`src/hdl/vgmcse_pkg.sv`:
```
// ----------------------------------------------------------------------------
// vgmcse_pkg
// Types, codes and constants shared by the VGM command stream encoder.
// ----------------------------------------------------------------------------
package vgmcse_pkg;

  // Upper limit on the number of full-length waits in one flush.
  localparam int unsigned MaxFullWaits = 62;

  localparam int unsigned PendW    = 26;
  localparam int unsigned SampW    = 22;
  localparam int unsigned CountW   = 32;

  localparam logic [SampW-1:0] FullWait = SampW'(65535);
  localparam longint unsigned PendCapL =
    (longint'(MaxFullWaits) + 64'd1) * 64'd65535 * 64'd10 - 64'd1;
  localparam logic [PendW-1:0] PendCap  = PendW'(PendCapL);
  localparam logic [PendW-1:0] FlushMin = PendW'(20);

  // ceil(2^31 / 10); exact quotient for every pending value below 2^26.
  localparam int unsigned      Div10MulW   = 28;
  localparam int unsigned      Div10Shift  = 31;
  localparam logic [Div10MulW-1:0] Div10Mul = 28'hCCCCCCD;
  localparam int unsigned      ProdW       = PendW + Div10MulW;

  localparam logic [7:0]  OpWait     = 8'h61;
  localparam logic [7:0]  OpShortW   = 8'h70;
  localparam logic [7:0]  OpWide     = 8'hE1;
  localparam logic [7:0]  OpNarrow   = 8'h54;
  localparam logic [7:0]  OpEnd      = 8'h66;
  localparam logic [4:0]  ShortMax   = 5'd16;
  localparam logic [CountW-1:0] LoopBase = 32'h0000_00E4;

  typedef enum logic [1:0] {
    ACT_DELAY = 2'd0,
    ACT_WRITE = 2'd1,
    ACT_LOOP  = 2'd2,
    ACT_STOP  = 2'd3
  } action_e;

  typedef enum logic [1:0] {
    KIND_WAIT  = 2'd0,
    KIND_WRITE = 2'd1,
    KIND_LOOP  = 2'd2,
    KIND_END   = 2'd3
  } kind_e;

  typedef struct packed {
    logic [1:0]  action;
    logic [31:0] delay_tenths;
    logic [7:0]  chip_command;
    logic [7:0]  port_num;
    logic [15:0] reg_addr;
    logic [15:0] reg_value;
  } in_item_t;

  typedef struct packed {
    logic [1:0]  kind;
    logic [2:0]  byte_len;
    logic [7:0]  byte_a;
    logic [7:0]  byte_b;
    logic [7:0]  byte_c;
    logic [7:0]  byte_d;
    logic [7:0]  byte_e;
    logic [31:0] total_samples;
    logic [31:0] loop_samples;
    logic [31:0] loop_offset;
    logic        last;
  } out_item_t;

  // Commands from the controller to the datapath.
  typedef struct packed {
    logic acc_delay;
    logic load_item;
    logic do_mul;
    logic do_split;
    logic do_acct;
    logic emit_full;
    logic emit_rem;
    logic emit_rec;
  } dp_cmd_t;

  // Status from the datapath to the controller.
  typedef struct packed {
    logic flush_needed;
    logic full_left;
    logic rem_nonzero;
    logic slot_free;
  } dp_status_t;

endpackage

```
`src/hdl/vgmcse_ctrl.sv`:
```
// ----------------------------------------------------------------------------
// vgmcse_ctrl
// Sequencer for the encoder: takes one item, runs the flush and emits records.
// ----------------------------------------------------------------------------
module vgmcse_ctrl (
  input  logic                  clk_i,
  input  logic                  rst_ni,
  input  logic                  in_valid_i,
  input  logic [1:0]            in_action_i,
  output logic                  in_stall_o,
  input  vgmcse_pkg::dp_status_t status_i,
  output vgmcse_pkg::dp_cmd_t    cmd_o
);
  import vgmcse_pkg::*;

  typedef enum logic [6:0] {
    S_IDLE  = 7'b000_0001,
    S_DIV   = 7'b000_0010,
    S_SPLIT = 7'b000_0100,
    S_ACCT  = 7'b000_1000,
    S_FULL  = 7'b001_0000,
    S_REM   = 7'b010_0000,
    S_REC   = 7'b100_0000
  } state_e;

  state_e state_q, state_d;

  assign in_stall_o = (state_q != S_IDLE);

  always_comb begin
    state_d = state_q;
    cmd_o   = '0;
    case (state_q)
      S_IDLE: begin
        if (in_valid_i) begin
          if (in_action_i == ACT_DELAY) begin
            cmd_o.acc_delay = 1'b1;
          end else begin
            cmd_o.load_item = 1'b1;
            state_d         = S_DIV;
          end
        end
      end
      S_DIV: begin
        cmd_o.do_mul = 1'b1;
        state_d      = status_i.flush_needed ? S_SPLIT : S_REC;
      end
      S_SPLIT: begin
        cmd_o.do_split = 1'b1;
        state_d        = S_ACCT;
      end
      S_ACCT: begin
        cmd_o.do_acct = 1'b1;
        state_d       = S_FULL;
      end
      S_FULL: begin
        if (status_i.full_left) begin
          cmd_o.emit_full = status_i.slot_free;
        end else begin
          state_d = S_REM;
        end
      end
      S_REM: begin
        if (status_i.rem_nonzero) begin
          if (status_i.slot_free) begin
            cmd_o.emit_rem = 1'b1;
            state_d        = S_REC;
          end
        end else begin
          state_d = S_REC;
        end
      end
      S_REC: begin
        if (status_i.slot_free) begin
          cmd_o.emit_rec = 1'b1;
          state_d        = S_IDLE;
        end
      end
      default: begin
        state_d = S_IDLE;
      end
    endcase
  end

  always_ff @(posedge clk_i or negedge rst_ni) begin
    if (!rst_ni) begin
      state_q <= S_IDLE;
    end else begin
      state_q <= state_d;
    end
  end

endmodule

```
`config.mk`:
```
export PLATFORM = sky130hd
export DESIGN_NAME = vgmcse_ctrl
export DESIGN_NICKNAME = d
export VERILOG_FILES = /design/src/hdl/vgmcse_pkg.sv /design/src/hdl/vgmcse_ctrl.sv
export SDC_FILE = /design/constraint.sdc
export NUM_CORES = 1
export LEC_CHECK = 0
export BUFFER_PORTS_ARGS = -buffer_cell sky130_fd_sc_hd__buf_2
export CAP_MARGIN = 10
export CORE_MARGIN = 1.5
export CORE_UTILIZATION = 32
export DETAILED_ROUTE_END_ITERATION = 8
export PLACE_DENSITY = 0.58
export SLEW_MARGIN = 20
export SYNTH_ARGS = -nofsm -noshare
export SYNTH_HDL_FRONTEND = slang
export SYNTH_SLANG_ARGS = --single-unit
```
`constraint.sdc`:
```
create_clock -name clk_i -period 6.7 [get_ports clk_i]
set_input_delay 1.34 -clock clk_i [delete_from_list [all_inputs] [get_ports clk_i]]
set_output_delay 1.34 -clock clk_i [all_outputs]
set_load 0.02 [all_outputs]
```
==> run_summary.xml <==
<?xml version="1.0" encoding="UTF-8"?>
<metrics>
  <group name="synthesis">
    <metric name="netlist_instances" unit="">64</metric>
    <metric name="synth.ff_latch_count" unit="">7</metric>
    <metric name="synth.net_count" unit="">73</metric>
    <metric name="synth-seq-area-share" unit="">0.325</metric>
    <metric name="mappedNetlistArea" unit="um^2">543</metric>
    <metric name="ys.warnings.count" unit="">0</metric>
    <metric name="synth.avg_cell_area" unit="um^2">8.48</metric>
    <metric name="yosysUniqueCellTypes" unit="">34</metric>
  </group>
  <group name="pwr">
    <metric name="combinationalPowerShare" unit="">0.475</metric>
    <metric name="power.net_switching" unit="W">0.0000818</metric>
    <metric name="power.density_cell_area" unit="mW/mm^2">314</metric>
    <metric name="static_leakage" unit="nW">0.331</metric>
    <metric name="sequentialPowerShare" unit="">0.341</metric>
    <metric name="clock_power_share" unit="">0.184</metric>
    <metric name="worst_voltage_drop_across_the_vdd_grid" unit="mV">0.112</metric>
    <metric name="cell_internal_pwr" unit="W">0.000120</metric>
    <metric name="power.switching_fraction" unit="">0.404</metric>
  </group>
  <group name="timing">
    <metric name="max_clock_freq" unit="MHz">278</metric>
    <metric name="post_route_worst_setup_slack" unit="ns">3.11</metric>
    <metric name="rsz0062_at_grt" unit="">false</metric>
    <metric name="min_period" unit="ns">3.59</metric>
    <metric name="worst-slew-pin-transition" unit="ns">0.561</metric>
    <metric name="setup_viol_count_final" unit="">0</metric>
    <metric name="slew_violations" unit="">0</metric>
    <metric name="final.setup.tns" unit="ns">0</metric>
    <metric name="slew-limit-headroom" unit="">0.620</metric>
    <metric name="min_period_over_period" unit="">0.537</metric>
    <metric name="hold_viol_final" unit="">0</metric>
    <metric name="fin_worst_skew" unit="ns">0.00351</metric>
  </group>
  <group name="layout">
    <metric name="largest_reg_flops" unit="">7</metric>
    <metric name="most-common-layout-cells" unit="">sky130_fd_sc_hd__buf_2, sky130_fd_sc_hd__o21ai_0, sky130_fd_sc_hd__dfrtp_1</metric>
    <metric name="mostFrequentLayoutCell" unit="">sky130_fd_sc_hd__buf_2</metric>
    <metric name="diodes" unit="">0</metric>
    <metric name="registers.top_by_ff_count" unit="">state_q</metric>
    <metric name="finalCoreUtilization" unit="">0.418</metric>
    <metric name="syn_to_final_growth" unit="%">18.7</metric>
    <metric name="reg_top3" unit="">state_q (7)</metric>
    <metric name="post_route_cells_drive_above_1_share" unit="">0.325</metric>
    <metric name="layoutNonFillerInstCount" unit="">96</metric>
    <metric name="final_nets" unit="">90</metric>
  </group>
  <group name="place">
    <metric name="globalplace.congestion" unit="">0.843</metric>
    <metric name="place_ws" unit="ns">3.37</metric>
    <metric name="dpl.cell_count" unit="">92</metric>
    <metric name="dp.final_hpwl" unit="um">921</metric>
    <metric name="io_buf_count" unit="">17</metric>
  </group>
  <group name="grt">
    <metric name="grt_start_max_net_pins" unit="">11</metric>
    <metric name="grt_overflow" unit="">0</metric>
    <metric name="grt_pass1_vias" unit="">485</metric>
    <metric name="grt_util_all_layers" unit="">0.141</metric>
    <metric name="antenna_found_initial" unit="">0</metric>
    <metric name="grt_first_pass_wirelength" unit="um">1970</metric>
  </group>
  <group name="run">
    <metric name="cap_viol_max_count" unit="">0</metric>
  </group>
  <group name="clocking">
    <metric name="post_cts_resized" unit="">0</metric>
    <metric name="cts.repair_timing.setup_buffer_count" unit="">0</metric>
    <metric name="cts_num_sinks" unit="">7</metric>
    <metric name="tritoncts" unit="">done</metric>
    <metric name="clk-insertion-delay-late" unit="ns">0.25</metric>
    <metric name="cts_inserted_buffers" unit="">3</metric>
    <metric name="htreeDepth" unit="">1</metric>
    <metric name="ctsRootBufferMaster" unit="">sky130_fd_sc_hd__clkbuf_4</metric>
    <metric name="cts.path.max_buffers" unit="">2</metric>
    <metric name="ctsHoldBuffers" unit="">0</metric>
    <metric name="cts.reportedPaths.clkPinSlew" unit="ns">0.05</metric>
  </group>
  <group name="critical_path">
    <metric name="worstSetupStartpoint" unit="">state_q[4]</metric>
    <metric name="worstSetupPathType" unit="">reg2out</metric>
    <metric name="rrSetupSlack" unit="ns">4.84</metric>
    <metric name="regToRegStartpoint" unit="">state_q[4]</metric>
    <metric name="setup.worst_path.end" unit="">cmd_o[7]</metric>
    <metric name="cp-end-kind" unit="">output port</metric>
    <metric name="cp_max_fo" unit="">10</metric>
    <metric name="worst-endpoint-required" unit="ns">5.36</metric>
    <metric name="worstSetupStartpointType" unit="">register</metric>
    <metric name="worst_ep_arrival_time" unit="ns">2.25</metric>
    <metric name="capturing_point_of_the_worst_reg2reg_path" unit="">state_q[6]</metric>
    <metric name="worst_r2r_path_depth" unit="">3</metric>
  </group>
  <group name="detailed_routing">
    <metric name="vias" unit="">546</metric>
    <metric name="wl_per_cell" unit="um">12.3</metric>
    <metric name="postRouteAntennaNets" unit="">0</metric>
    <metric name="first_pass_iters" unit="">4</metric>
    <metric name="detail_route.vias_per_cell" unit="">5.69</metric>
    <metric name="drt_first_iter_violations" unit="">14</metric>
    <metric name="drc_errors" unit="">0</metric>
    <metric name="wirelength" unit="um">1180</metric>
  </group>
  <group name="floorplan">
    <metric name="fp.dieH" unit="um">44.2</metric>
    <metric name="initial_utilization" unit="">0.352</metric>
    <metric name="num_rows" unit="">14</metric>
    <metric name="die-area" unit="mm^2">0.00195</metric>
    <metric name="top_level_ports" unit="">18</metric>
    <metric name="die_x_extent" unit="um">44.2</metric>
    <metric name="standard_cell_core_area" unit="mm^2">0.00154</metric>
  </group>
  <group name="hold_path">
    <metric name="hold_path.class" unit="">reg2reg</metric>
  </group>
  <group name="run_status">
    <metric name="outcome" unit="">completed</metric>
  </group>
</metrics>
-- per-stage QoR --
stage                     hold WS [ns]  instance area, um^2  total power [W]
after floorplan                  0.522                  543         0.000142
after global placement           0.559                  617         0.000165
after detailed placement         0.568                  617         0.000165
after CTS                        0.578                  644         0.000205
after global routing             0.620                  644         0.000221
final                            0.577                  644         0.000202
-- logic make-up (layout without fill, tap and decap cells) --
group                  Yosys count  after routing  synth area share
AND/OR/NAND/NOR                 33             33             0.387
AO/OA/AOI/OAI                   16             16             0.200
flip-flops                       7              7             0.325
buffers and inverters            7             23            0.0714
XOR/XNOR                         1              1            0.0161
-- power groups by stage --
stage	logic (W)	registers (W)	clock network, W
3_3_place_gp	0.0000967	0.0000686	0
5_1_grt	0.000108	0.0000713	0.0000422
6_report	0.0000961	0.0000688	0.0000372
4_1_cts	0.0000964	0.0000685	0.0000397
2_1_floorplan	0.0000852	0.0000570	0
3_5_place_dp	0.0000960	0.0000692	0
-- per-layer routing --
layer  global-route usage  vias up  wire length, um
met2                0.215       25              499
met1                0.173      249              569
li1                     -      270                -
met5                    0        -                0
met4               0.0606        0               24
met3               0.0612        2               84
-- worst max-delay path: stages, from the launching register on --
cell	delay [ns]
sky130_fd_sc_hd__dfrtp_1	0.48
sky130_fd_sc_hd__or4_4	0.57
sky130_fd_sc_hd__or4b_4	0.52
sky130_fd_sc_hd__nor4b_2	0.24
sky130_fd_sc_hd__buf_2	0.20
-- final cells by class --
class | instances | area (um^2)
Fill cell | 169 | 897
Multi-Input combinational cell | 50 | 328
Sequential cell | 7 | 176
Timing Repair Buffer | 17 | 85.1
Clock buffer | 3 | 22.5
Tap cell | 16 | 20.0
Inverter | 2 | 7.51
Clock inverter | 1 | 5.00
-- synthesized netlist by cell type (all sizes together) --
cell type | count | share of area
nor4b | 2 | 0.044
nor4 | 4 | 0.046
o21ba | 1 | 0.018
or4b | 1 | 0.025
nor3 | 4 | 0.037
nand3b | 1 | 0.014
or3 | 1 | 0.012
nand2b | 3 | 0.035
and2 | 1 | 0.012
inv | 2 | 0.014
a21o | 1 | 0.014
nor2 | 4 | 0.028
and3 | 2 | 0.023
a22oi | 1 | 0.014
a32o | 1 | 0.018
dfrtp | 6 | 0.28
o21ai | 6 | 0.055
nor3b | 1 | 0.014
o22ai | 1 | 0.012
xor2 | 1 | 0.016
nand2 | 4 | 0.028
or4 | 1 | 0.021
a21oi | 1 | 0.0092
a22o | 2 | 0.032
o21a | 1 | 0.014
clkbuf | 2 | 0.014
o211ai | 1 | 0.014
buf | 3 | 0.044
nor2b | 2 | 0.023
dfstp | 1 | 0.048
and2b | 2 | 0.028
-- worst min-delay path by stage --
| stage | startpoint | end | depth (start not counted) |
|---|---|---|---|
| after floorplan | state_q[5] | state_q[3] | 2 |
| after global placement | state_q[0] | state_q[0] | 2 |
| after detailed placement | state_q[0] | state_q[0] | 2 |
| after CTS | state_q[0] | state_q[0] | 2 |
| after global routing | state_q[0] | state_q[0] | 2 |
| final | state_q[0] | state_q[0] | 2 |
Power figures use the tool's default switching activity.
