File: src/hdl/vgmcse_pkg.sv
// ----------------------------------------------------------------------------
// vgmcse_pkg
// Types, codes and constants shared by the VGM command stream encoder.
// ----------------------------------------------------------------------------
package vgmcse_pkg;

  // Upper limit on the number of full-length waits in one flush.
  localparam int unsigned MaxFullWaits = 62;

  localparam int unsigned PendW    = 26;
  localparam int unsigned SampW    = 22;
  localparam int unsigned CountW   = 32;

  localparam logic [SampW-1:0] FullWait = SampW'(65535);
  localparam longint unsigned PendCapL =
    (longint'(MaxFullWaits) + 64'd1) * 64'd65535 * 64'd10 - 64'd1;
  localparam logic [PendW-1:0] PendCap  = PendW'(PendCapL);
  localparam logic [PendW-1:0] FlushMin = PendW'(20);

  // ceil(2^31 / 10); exact quotient for every pending value below 2^26.
  localparam int unsigned      Div10MulW   = 28;
  localparam int unsigned      Div10Shift  = 31;
  localparam logic [Div10MulW-1:0] Div10Mul = 28'hCCCCCCD;
  localparam int unsigned      ProdW       = PendW + Div10MulW;

  localparam logic [7:0]  OpWait     = 8'h61;
  localparam logic [7:0]  OpShortW   = 8'h70;
  localparam logic [7:0]  OpWide     = 8'hE1;
  localparam logic [7:0]  OpNarrow   = 8'h54;
  localparam logic [7:0]  OpEnd      = 8'h66;
  localparam logic [4:0]  ShortMax   = 5'd16;
  localparam logic [CountW-1:0] LoopBase = 32'h0000_00E4;

  typedef enum logic [1:0] {
    ACT_DELAY = 2'd0,
    ACT_WRITE = 2'd1,
    ACT_LOOP  = 2'd2,
    ACT_STOP  = 2'd3
  } action_e;

  typedef enum logic [1:0] {
    KIND_WAIT  = 2'd0,
    KIND_WRITE = 2'd1,
    KIND_LOOP  = 2'd2,
    KIND_END   = 2'd3
  } kind_e;

  typedef struct packed {
    logic [1:0]  action;
    logic [31:0] delay_tenths;
    logic [7:0]  chip_command;
    logic [7:0]  port_num;
    logic [15:0] reg_addr;
    logic [15:0] reg_value;
  } in_item_t;

  typedef struct packed {
    logic [1:0]  kind;
    logic [2:0]  byte_len;
    logic [7:0]  byte_a;
    logic [7:0]  byte_b;
    logic [7:0]  byte_c;
    logic [7:0]  byte_d;
    logic [7:0]  byte_e;
    logic [31:0] total_samples;
    logic [31:0] loop_samples;
    logic [31:0] loop_offset;
    logic        last;
  } out_item_t;

  // Commands from the controller to the datapath.
  typedef struct packed {
    logic acc_delay;
    logic load_item;
    logic do_mul;
    logic do_split;
    logic do_acct;
    logic emit_full;
    logic emit_rem;
    logic emit_rec;
  } dp_cmd_t;

  // Status from the datapath to the controller.
  typedef struct packed {
    logic flush_needed;
    logic full_left;
    logic rem_nonzero;
    logic slot_free;
  } dp_status_t;

endpackage

File: src/hdl/vgmcse_dpath.sv
// ----------------------------------------------------------------------------
// vgmcse_dpath
// Encoder datapath: pending time, counters, divide by ten, record builder and
// the output register.
// ----------------------------------------------------------------------------
module vgmcse_dpath (
  input  logic                   clk_i,
  input  logic                   rst_ni,
  input  vgmcse_pkg::in_item_t   in_data_i,
  input  vgmcse_pkg::dp_cmd_t    cmd_i,
  output vgmcse_pkg::dp_status_t status_o,
  input  logic                   out_stall_i,
  output logic                   out_valid_o,
  output vgmcse_pkg::out_item_t  out_data_o
);
  import vgmcse_pkg::*;

  logic [PendW-1:0]  pend_q, pend_d;
  logic [CountW-1:0] samp_cnt_q, samp_cnt_d;
  logic [CountW-1:0] loop_start_q, loop_start_d;
  logic [CountW-1:0] bytes_q, bytes_d;
  logic              out_valid_q, out_valid_d;

  in_item_t          item_q;
  logic [ProdW-1:0]  prod_q;
  logic [SampW-1:0]  samp_q;
  out_item_t         out_q;

  logic [32:0]       delay_sum;
  logic [PendW-1:0]  ten_x;
  logic [PendW-1:0]  samp_ext;
  out_item_t         rec;
  logic              emit;
  logic [15:0]       rem16;

  assign status_o.flush_needed = (pend_q >= FlushMin);
  assign status_o.full_left    = (samp_q >= FullWait);
  assign status_o.rem_nonzero  = (samp_q != '0);
  assign status_o.slot_free    = !out_valid_q || !out_stall_i;

  assign delay_sum = {7'd0, pend_q} + {1'b0, in_data_i.delay_tenths};
  assign samp_ext  = PendW'(samp_q);
  assign ten_x     = (samp_ext << 3) + (samp_ext << 1);
  assign rem16     = samp_q[15:0];
  assign emit      = cmd_i.emit_full || cmd_i.emit_rem || cmd_i.emit_rec;

  // Record builder.
  always_comb begin
    rec = '0;
    if (cmd_i.emit_full) begin
      rec.kind     = KIND_WAIT;
      rec.byte_len = 3'd3;
      rec.byte_a   = OpWait;
      rec.byte_b   = 8'hFF;
      rec.byte_c   = 8'hFF;
    end else if (cmd_i.emit_rem) begin
      rec.kind = KIND_WAIT;
      if (samp_q > SampW'(ShortMax)) begin
        rec.byte_len = 3'd3;
        rec.byte_a   = OpWait;
        rec.byte_b   = rem16[7:0];
        rec.byte_c   = rem16[15:8];
      end else begin
        rec.byte_len = 3'd1;
        rec.byte_a   = OpShortW + rem16[7:0] - 8'd1;
      end
    end else begin
      rec.last = 1'b1;
      case (item_q.action)
        ACT_WRITE: begin
          rec.kind   = KIND_WRITE;
          rec.byte_a = item_q.chip_command;
          if (item_q.chip_command == OpWide) begin
            rec.byte_len = 3'd5;
            rec.byte_b   = item_q.reg_addr[15:8];
            rec.byte_c   = item_q.reg_addr[7:0];
            rec.byte_d   = item_q.reg_value[15:8];
            rec.byte_e   = item_q.reg_value[7:0];
          end else if (item_q.chip_command == OpNarrow) begin
            rec.byte_len = 3'd3;
            rec.byte_b   = item_q.reg_addr[7:0];
            rec.byte_c   = item_q.reg_value[7:0];
          end else begin
            rec.byte_len = 3'd4;
            rec.byte_b   = item_q.port_num;
            rec.byte_c   = item_q.reg_addr[7:0];
            rec.byte_d   = item_q.reg_value[7:0];
          end
        end
        ACT_LOOP: begin
          rec.kind        = KIND_LOOP;
          rec.loop_offset = bytes_q + LoopBase;
        end
        ACT_STOP: begin
          rec.kind          = KIND_END;
          rec.byte_len      = 3'd1;
          rec.byte_a        = OpEnd;
          rec.total_samples = samp_cnt_q;
          rec.loop_samples  = (loop_start_q != '0) ? samp_cnt_q - loop_start_q : '0;
        end
        default: begin
          rec.kind = KIND_WAIT;
        end
      endcase
    end
  end

  always_comb begin
    pend_d       = pend_q;
    samp_cnt_d   = samp_cnt_q;
    loop_start_d = loop_start_q;
    bytes_d      = bytes_q;
    out_valid_d  = out_valid_q && out_stall_i;

    if (cmd_i.acc_delay) begin
      pend_d = (delay_sum > {7'd0, PendCap}) ? PendCap : delay_sum[PendW-1:0];
    end
    if (cmd_i.do_acct) begin
      samp_cnt_d = samp_cnt_q + CountW'(samp_q);
      // A stop that flushes drops the leftover tenths.
      pend_d     = (item_q.action == ACT_STOP) ? '0 : pend_q - ten_x;
    end
    if (emit) begin
      out_valid_d = 1'b1;
      bytes_d     = bytes_q + CountW'(rec.byte_len);
    end
    if (cmd_i.emit_rec && (item_q.action == ACT_LOOP)) begin
      loop_start_d = samp_cnt_q;
    end
  end

  always_ff @(posedge clk_i or negedge rst_ni) begin
    if (!rst_ni) begin
      pend_q       <= '0;
      samp_cnt_q   <= '0;
      loop_start_q <= '0;
      bytes_q      <= '0;
      out_valid_q  <= 1'b0;
    end else begin
      pend_q       <= pend_d;
      samp_cnt_q   <= samp_cnt_d;
      loop_start_q <= loop_start_d;
      bytes_q      <= bytes_d;
      out_valid_q  <= out_valid_d;
    end
  end

  // Payload registers.
  always_ff @(posedge clk_i) begin
    if (cmd_i.load_item) begin
      item_q <= in_data_i;
    end
    if (cmd_i.do_mul) begin
      prod_q <= ProdW'(pend_q) * ProdW'(Div10Mul);
    end
    if (cmd_i.do_split) begin
      samp_q <= prod_q[Div10Shift +: SampW];
    end else if (cmd_i.emit_full) begin
      samp_q <= samp_q - FullWait;
    end
    if (emit) begin
      out_q <= rec;
    end
  end

  assign out_valid_o = out_valid_q;
  assign out_data_o  = out_q;

endmodule

File: config.mk
export PLATFORM = sky130hd
export DESIGN_NAME = vgmcse_dpath
export DESIGN_NICKNAME = d
export VERILOG_FILES = /design/src/hdl/vgmcse_pkg.sv /design/src/hdl/vgmcse_dpath.sv
export SDC_FILE = /design/constraint.sdc
export NUM_CORES = 1
export LEC_CHECK = 0
export ABC_AREA = 0
export BUFFER_PORTS_ARGS = -buffer_cell sky130_fd_sc_hd__buf_2
export CORE_MARGIN = 8
export CORE_UTILIZATION = 30
export DETAILED_ROUTE_END_ITERATION = 16
export PLACE_DENSITY = 0.51
export SLEW_MARGIN = 20
export SYNTH_ARGS = -nofsm -noshare
export SYNTH_HDL_FRONTEND = slang
export SYNTH_SLANG_ARGS = --single-unit
File: constraint.sdc
create_clock -name clk_i -period 8.38 [get_ports clk_i]
set_clock_uncertainty 0.2 [all_clocks]
set_input_delay 0.838 -clock clk_i [delete_from_list [all_inputs] [get_ports clk_i]]
set_output_delay 0.838 -clock clk_i [all_outputs]
set_load 0.005 [all_outputs]
==> flow_summary.toml <==
[outcome]
status = "finished, final reports clean"

[routing]
drt_iter0_markers = 1173
drc = 0
drtAntennaViolNets = 0
drt_first_pass_iters = 8
vias_per_std_cell = 4.755
post_drt_wl_per_cell_um = 18.29
detailroute.via_count = 21090
route.final.wire_length_um = 81110

[sta]
timing.final.max_slew_violations = 0
grt_setup_unrepaired = "no"
timing.final.hold_violations = 0
timing_worst_slew_pin_value_ns = 0.9704
achievable_freq_mhz = 127.6
setup_viol = 0
slew_headroom_pct = 34.46
period_minus_slack_ns = 7.839
finalCritPeriodShare_pct = 93.54
fin_tns_setup_ns = 0

[die]
die-area_mm2 = 0.1091
design.portCount = 240
initial_core_util_pct = 30.20
height_of_the_die_um = 330.3
dieWidth_um = 330.3
placeableCoreArea_mm2 = 0.09813
floorplan.rows = 115

[finish]
layout.nets = 3750
areaGrowthSynthToFinish_pct = 14.74
drive_above_1_share_pct = 14.43

[synth]
syn-cell-area_mm2 = 0.02964
synth-edff-count = 236
count_of_state_elements_after_synthesis = 359
avgSynthCellArea_um2 = 10.34
synth_warnings = 0
yosysSeqAreaShare_pct = 34.30
dominant_synthesized_flop_cell = "sky130_fd_sc_hd__edfxtp_1"
synthesis.instances = 2865
post_synthesis_net_count = 3502
yosys.cell_types.count = 80
postSynth.asyncResetShare_pct = 34.26

[cts]
worst_setup_hold_path_clk_slew_ns = 0.06
worstSkewPairLatency_ns = 0.59
htree_levels = 2
clockRootBuffer = "sky130_fd_sc_hd__clkbuf_16"
clk_path_buf_depth = 3
cts_made_buffers = 41
post_cts.resized_instances = 0
clock_tree_from_tritoncts = "yes"
cts_hold_buffers = 0
cts_setup_buffers = 0
clkSinkCount = 359

[global_routing]
wire_length_of_the_first_global_routing_pass_um = 127700
grt_max_degree = 79
antenna_found_initial = 4
track_usage_pct = 14.84
via_count_of_the_first_global_routing_pass = 21830
total_congestion_overflow = 0

[critical_path]
cp-start-kind = "flip-flop"
end_kind = "flip-flop"
timing.setup.critical_path_class = "flip-flop to flip-flop"
crit_path_max_fanout = 5
critPathArrivalTime_ns = 7.98
required_ns = 8.52

[placement]
globalplace.congestion = 0.8929
place_hpwl_um = 66970
numPortBuffers = 239

[worst_hold_path]
worstHoldPathType = "input port to asynchronous set/reset pin"

[run]
max_cap_violations = 0
cells in the mapped netlist, drive strengths merged, types with 59 or more instances:
cell type  count  area [µm²]
nand2        181       679.4
fa           201        4024
xor2          72       630.6
o21ai        115       575.6
clkbuf        63       236.5
a21oi        131       655.6
mux2          59       664.4
xnor2        121        1060
nor2         162       608.1
dfrtp        123        3078
inv          442        1659
a21o          63       474.2
ha           343        4292
edfxtp       236        7087
through the flow:
| step | std cells | hold slack (ns) | area [µm²] | setup slack (ns) | util, % |
|---|---|---|---|---|---|
| after floorplan | 2865 | 0.2638 | 29640 | 0.7829 | - |
| after global routing | 4435 | 0.1062 | 34010 | 0.03133 | 34.65 |
| after global placement | 4356 | 0.2818 | 32450 | 0.2411 | 33.07 |
| after detailed placement | 4357 | 0.2834 | 32480 | 0.1496 | 33.10 |
| after CTS | 4433 | 0.07382 | 33980 | 0.1541 | 34.63 |
| final | 4435 | 0.07739 | 34010 | 0.5412 | 34.65 |
path summary, 6_finish.rpt:
check / from / end / slack (ns) / cells after the start
worst max-delay path: pend_q[15]$_DFFE_PN0P_ / prod_q[52]$_DFFE_PP_ / 0.54 / 25
max in group asynchronous: rst_ni / bytes_q[21]$_DFFE_PN0P_ / 6.66 / 2
min in group clk_i: in_data_i[16] / item_q[16]$_DFFE_PP_ / 0.22 / 1
worst max register to register: pend_q[15]$_DFFE_PN0P_ / prod_q[52]$_DFFE_PP_ / 0.54 / 25
worst min register to register: bytes_q[31]$_DFFE_PN0P_ / bytes_q[31]$_DFFE_PN0P_ / 0.29 / 1
worst min-delay path: rst_ni / samp_cnt_q[24]$_DFFE_PN0P_ / 0.08 / 1
routing by layer:
| layer | vias to the layer above | GRT usage (%) | wire, µm |
|---|---|---|---|
| li1 | 10340 | - | - |
| met1 | 10250 | 19.07 | 34810 |
| met2 | 399 | 26.10 | 40660 |
| met3 | 103 | 1.629 | 3005 |
| met4 | 2 | 4.552 | 2612 |
| met5 | - | 0 | 13 |
critical path, cell delays in order (launching register included):
cell                        delay (ns)
sky130_fd_sc_hd__dfrtp_1          0.45
sky130_fd_sc_hd__inv_1            0.10
sky130_fd_sc_hd__ha_1             0.28
sky130_fd_sc_hd__inv_1            0.07
sky130_fd_sc_hd__fa_1             0.63
sky130_fd_sc_hd__inv_1            0.09
sky130_fd_sc_hd__fa_1             0.50
sky130_fd_sc_hd__inv_1            0.07
sky130_fd_sc_hd__fa_2             0.62
sky130_fd_sc_hd__fa_1             0.45
sky130_fd_sc_hd__fa_1             0.56
sky130_fd_sc_hd__inv_1            0.07
sky130_fd_sc_hd__fa_1             0.54
sky130_fd_sc_hd__inv_1            0.04
sky130_fd_sc_hd__ha_1             0.33
sky130_fd_sc_hd__nand4_1          0.16
sky130_fd_sc_hd__or2_2            0.33
sky130_fd_sc_hd__a2111oi_2        0.32
sky130_fd_sc_hd__or2_2            0.17
sky130_fd_sc_hd__o221ai_1         0.17
sky130_fd_sc_hd__or4_1            0.59
sky130_fd_sc_hd__a31oi_2          0.32
sky130_fd_sc_hd__nand4_1          0.13
sky130_fd_sc_hd__o2111ai_1        0.16
sky130_fd_sc_hd__a21oi_1          0.13
sky130_fd_sc_hd__xnor2_1          0.13
sequential cells by signal, summed over array words and instances, names as in the netlist:
signal	cells
prod_q	22
samp_cnt_q	32
pend_q	26
bytes_q	32
loop_start_q	32
out_data_o	142
item_q	50
out_valid_o	1
samp_q	22
area by class of cell:
type	count	area, µm²
sequential	359	10170
clock inverter	30	449.2
multi-input combinational	1987	17520
fill	9987	64130
tap	1287	1610
timing repair buffer	282	1545
clock buffer	46	1045
antenna	2	5.005
inverter	442	1664
placed cells by master (no fill, tap or decap), types with 11 or more instances in the layout:
cell type	Yosys	routed
sky130_fd_sc_hd__nor2_1	162	161
sky130_fd_sc_hd__mux2_2	59	59
sky130_fd_sc_hd__a221o_1	11	11
sky130_fd_sc_hd__a211oi_1	13	13
sky130_fd_sc_hd__o21ai_0	113	113
sky130_fd_sc_hd__ha_1	343	343
sky130_fd_sc_hd__or3_1	18	18
sky130_fd_sc_hd__nor3_1	49	49
sky130_fd_sc_hd__nor2b_1	17	17
sky130_fd_sc_hd__o22ai_1	14	14
sky130_fd_sc_hd__buf_2	8	238
sky130_fd_sc_hd__a21oi_1	131	130
sky130_fd_sc_hd__nor4_1	14	14
sky130_fd_sc_hd__or2_2	14	14
sky130_fd_sc_hd__inv_1	442	441
sky130_fd_sc_hd__a21o_1	62	62
sky130_fd_sc_hd__o21a_1	16	16
sky130_fd_sc_hd__fa_1	201	200
sky130_fd_sc_hd__nand4_1	28	28
sky130_fd_sc_hd__nand3_1	57	57
sky130_fd_sc_hd__dfrtp_1	123	122
sky130_fd_sc_hd__xor2_1	72	72
sky130_fd_sc_hd__and2_1	43	43
sky130_fd_sc_hd__xnor2_1	121	121
sky130_fd_sc_hd__o211ai_1	11	11
sky130_fd_sc_hd__buf_4	0	42
sky130_fd_sc_hd__clkbuf_16	0	41
sky130_fd_sc_hd__o21bai_1	19	19
sky130_fd_sc_hd__edfxtp_1	236	236
sky130_fd_sc_hd__a31oi_1	18	17
sky130_fd_sc_hd__nand2b_1	25	25
sky130_fd_sc_hd__nand2_1	181	181
sky130_fd_sc_hd__and3_1	32	32
logic make-up (layout without fill, tap and decap cells):
logic type      count (synthesis)  after routing  share of synthesized area, %
buf+inv                       519            800                         6.687
mux                            65             65                         2.444
compound gates                511            511                         11.69
flops                         359            359                         34.30
xor+xnor                      193            193                         5.704
fa+ha+maj                     544            544                         28.06
simple gates                  674            674                         11.12
other cells                     0              2                             0
Power is not shown: default switching activity piles up to over one toggle a cycle in this logic, so the estimate is an artifact.
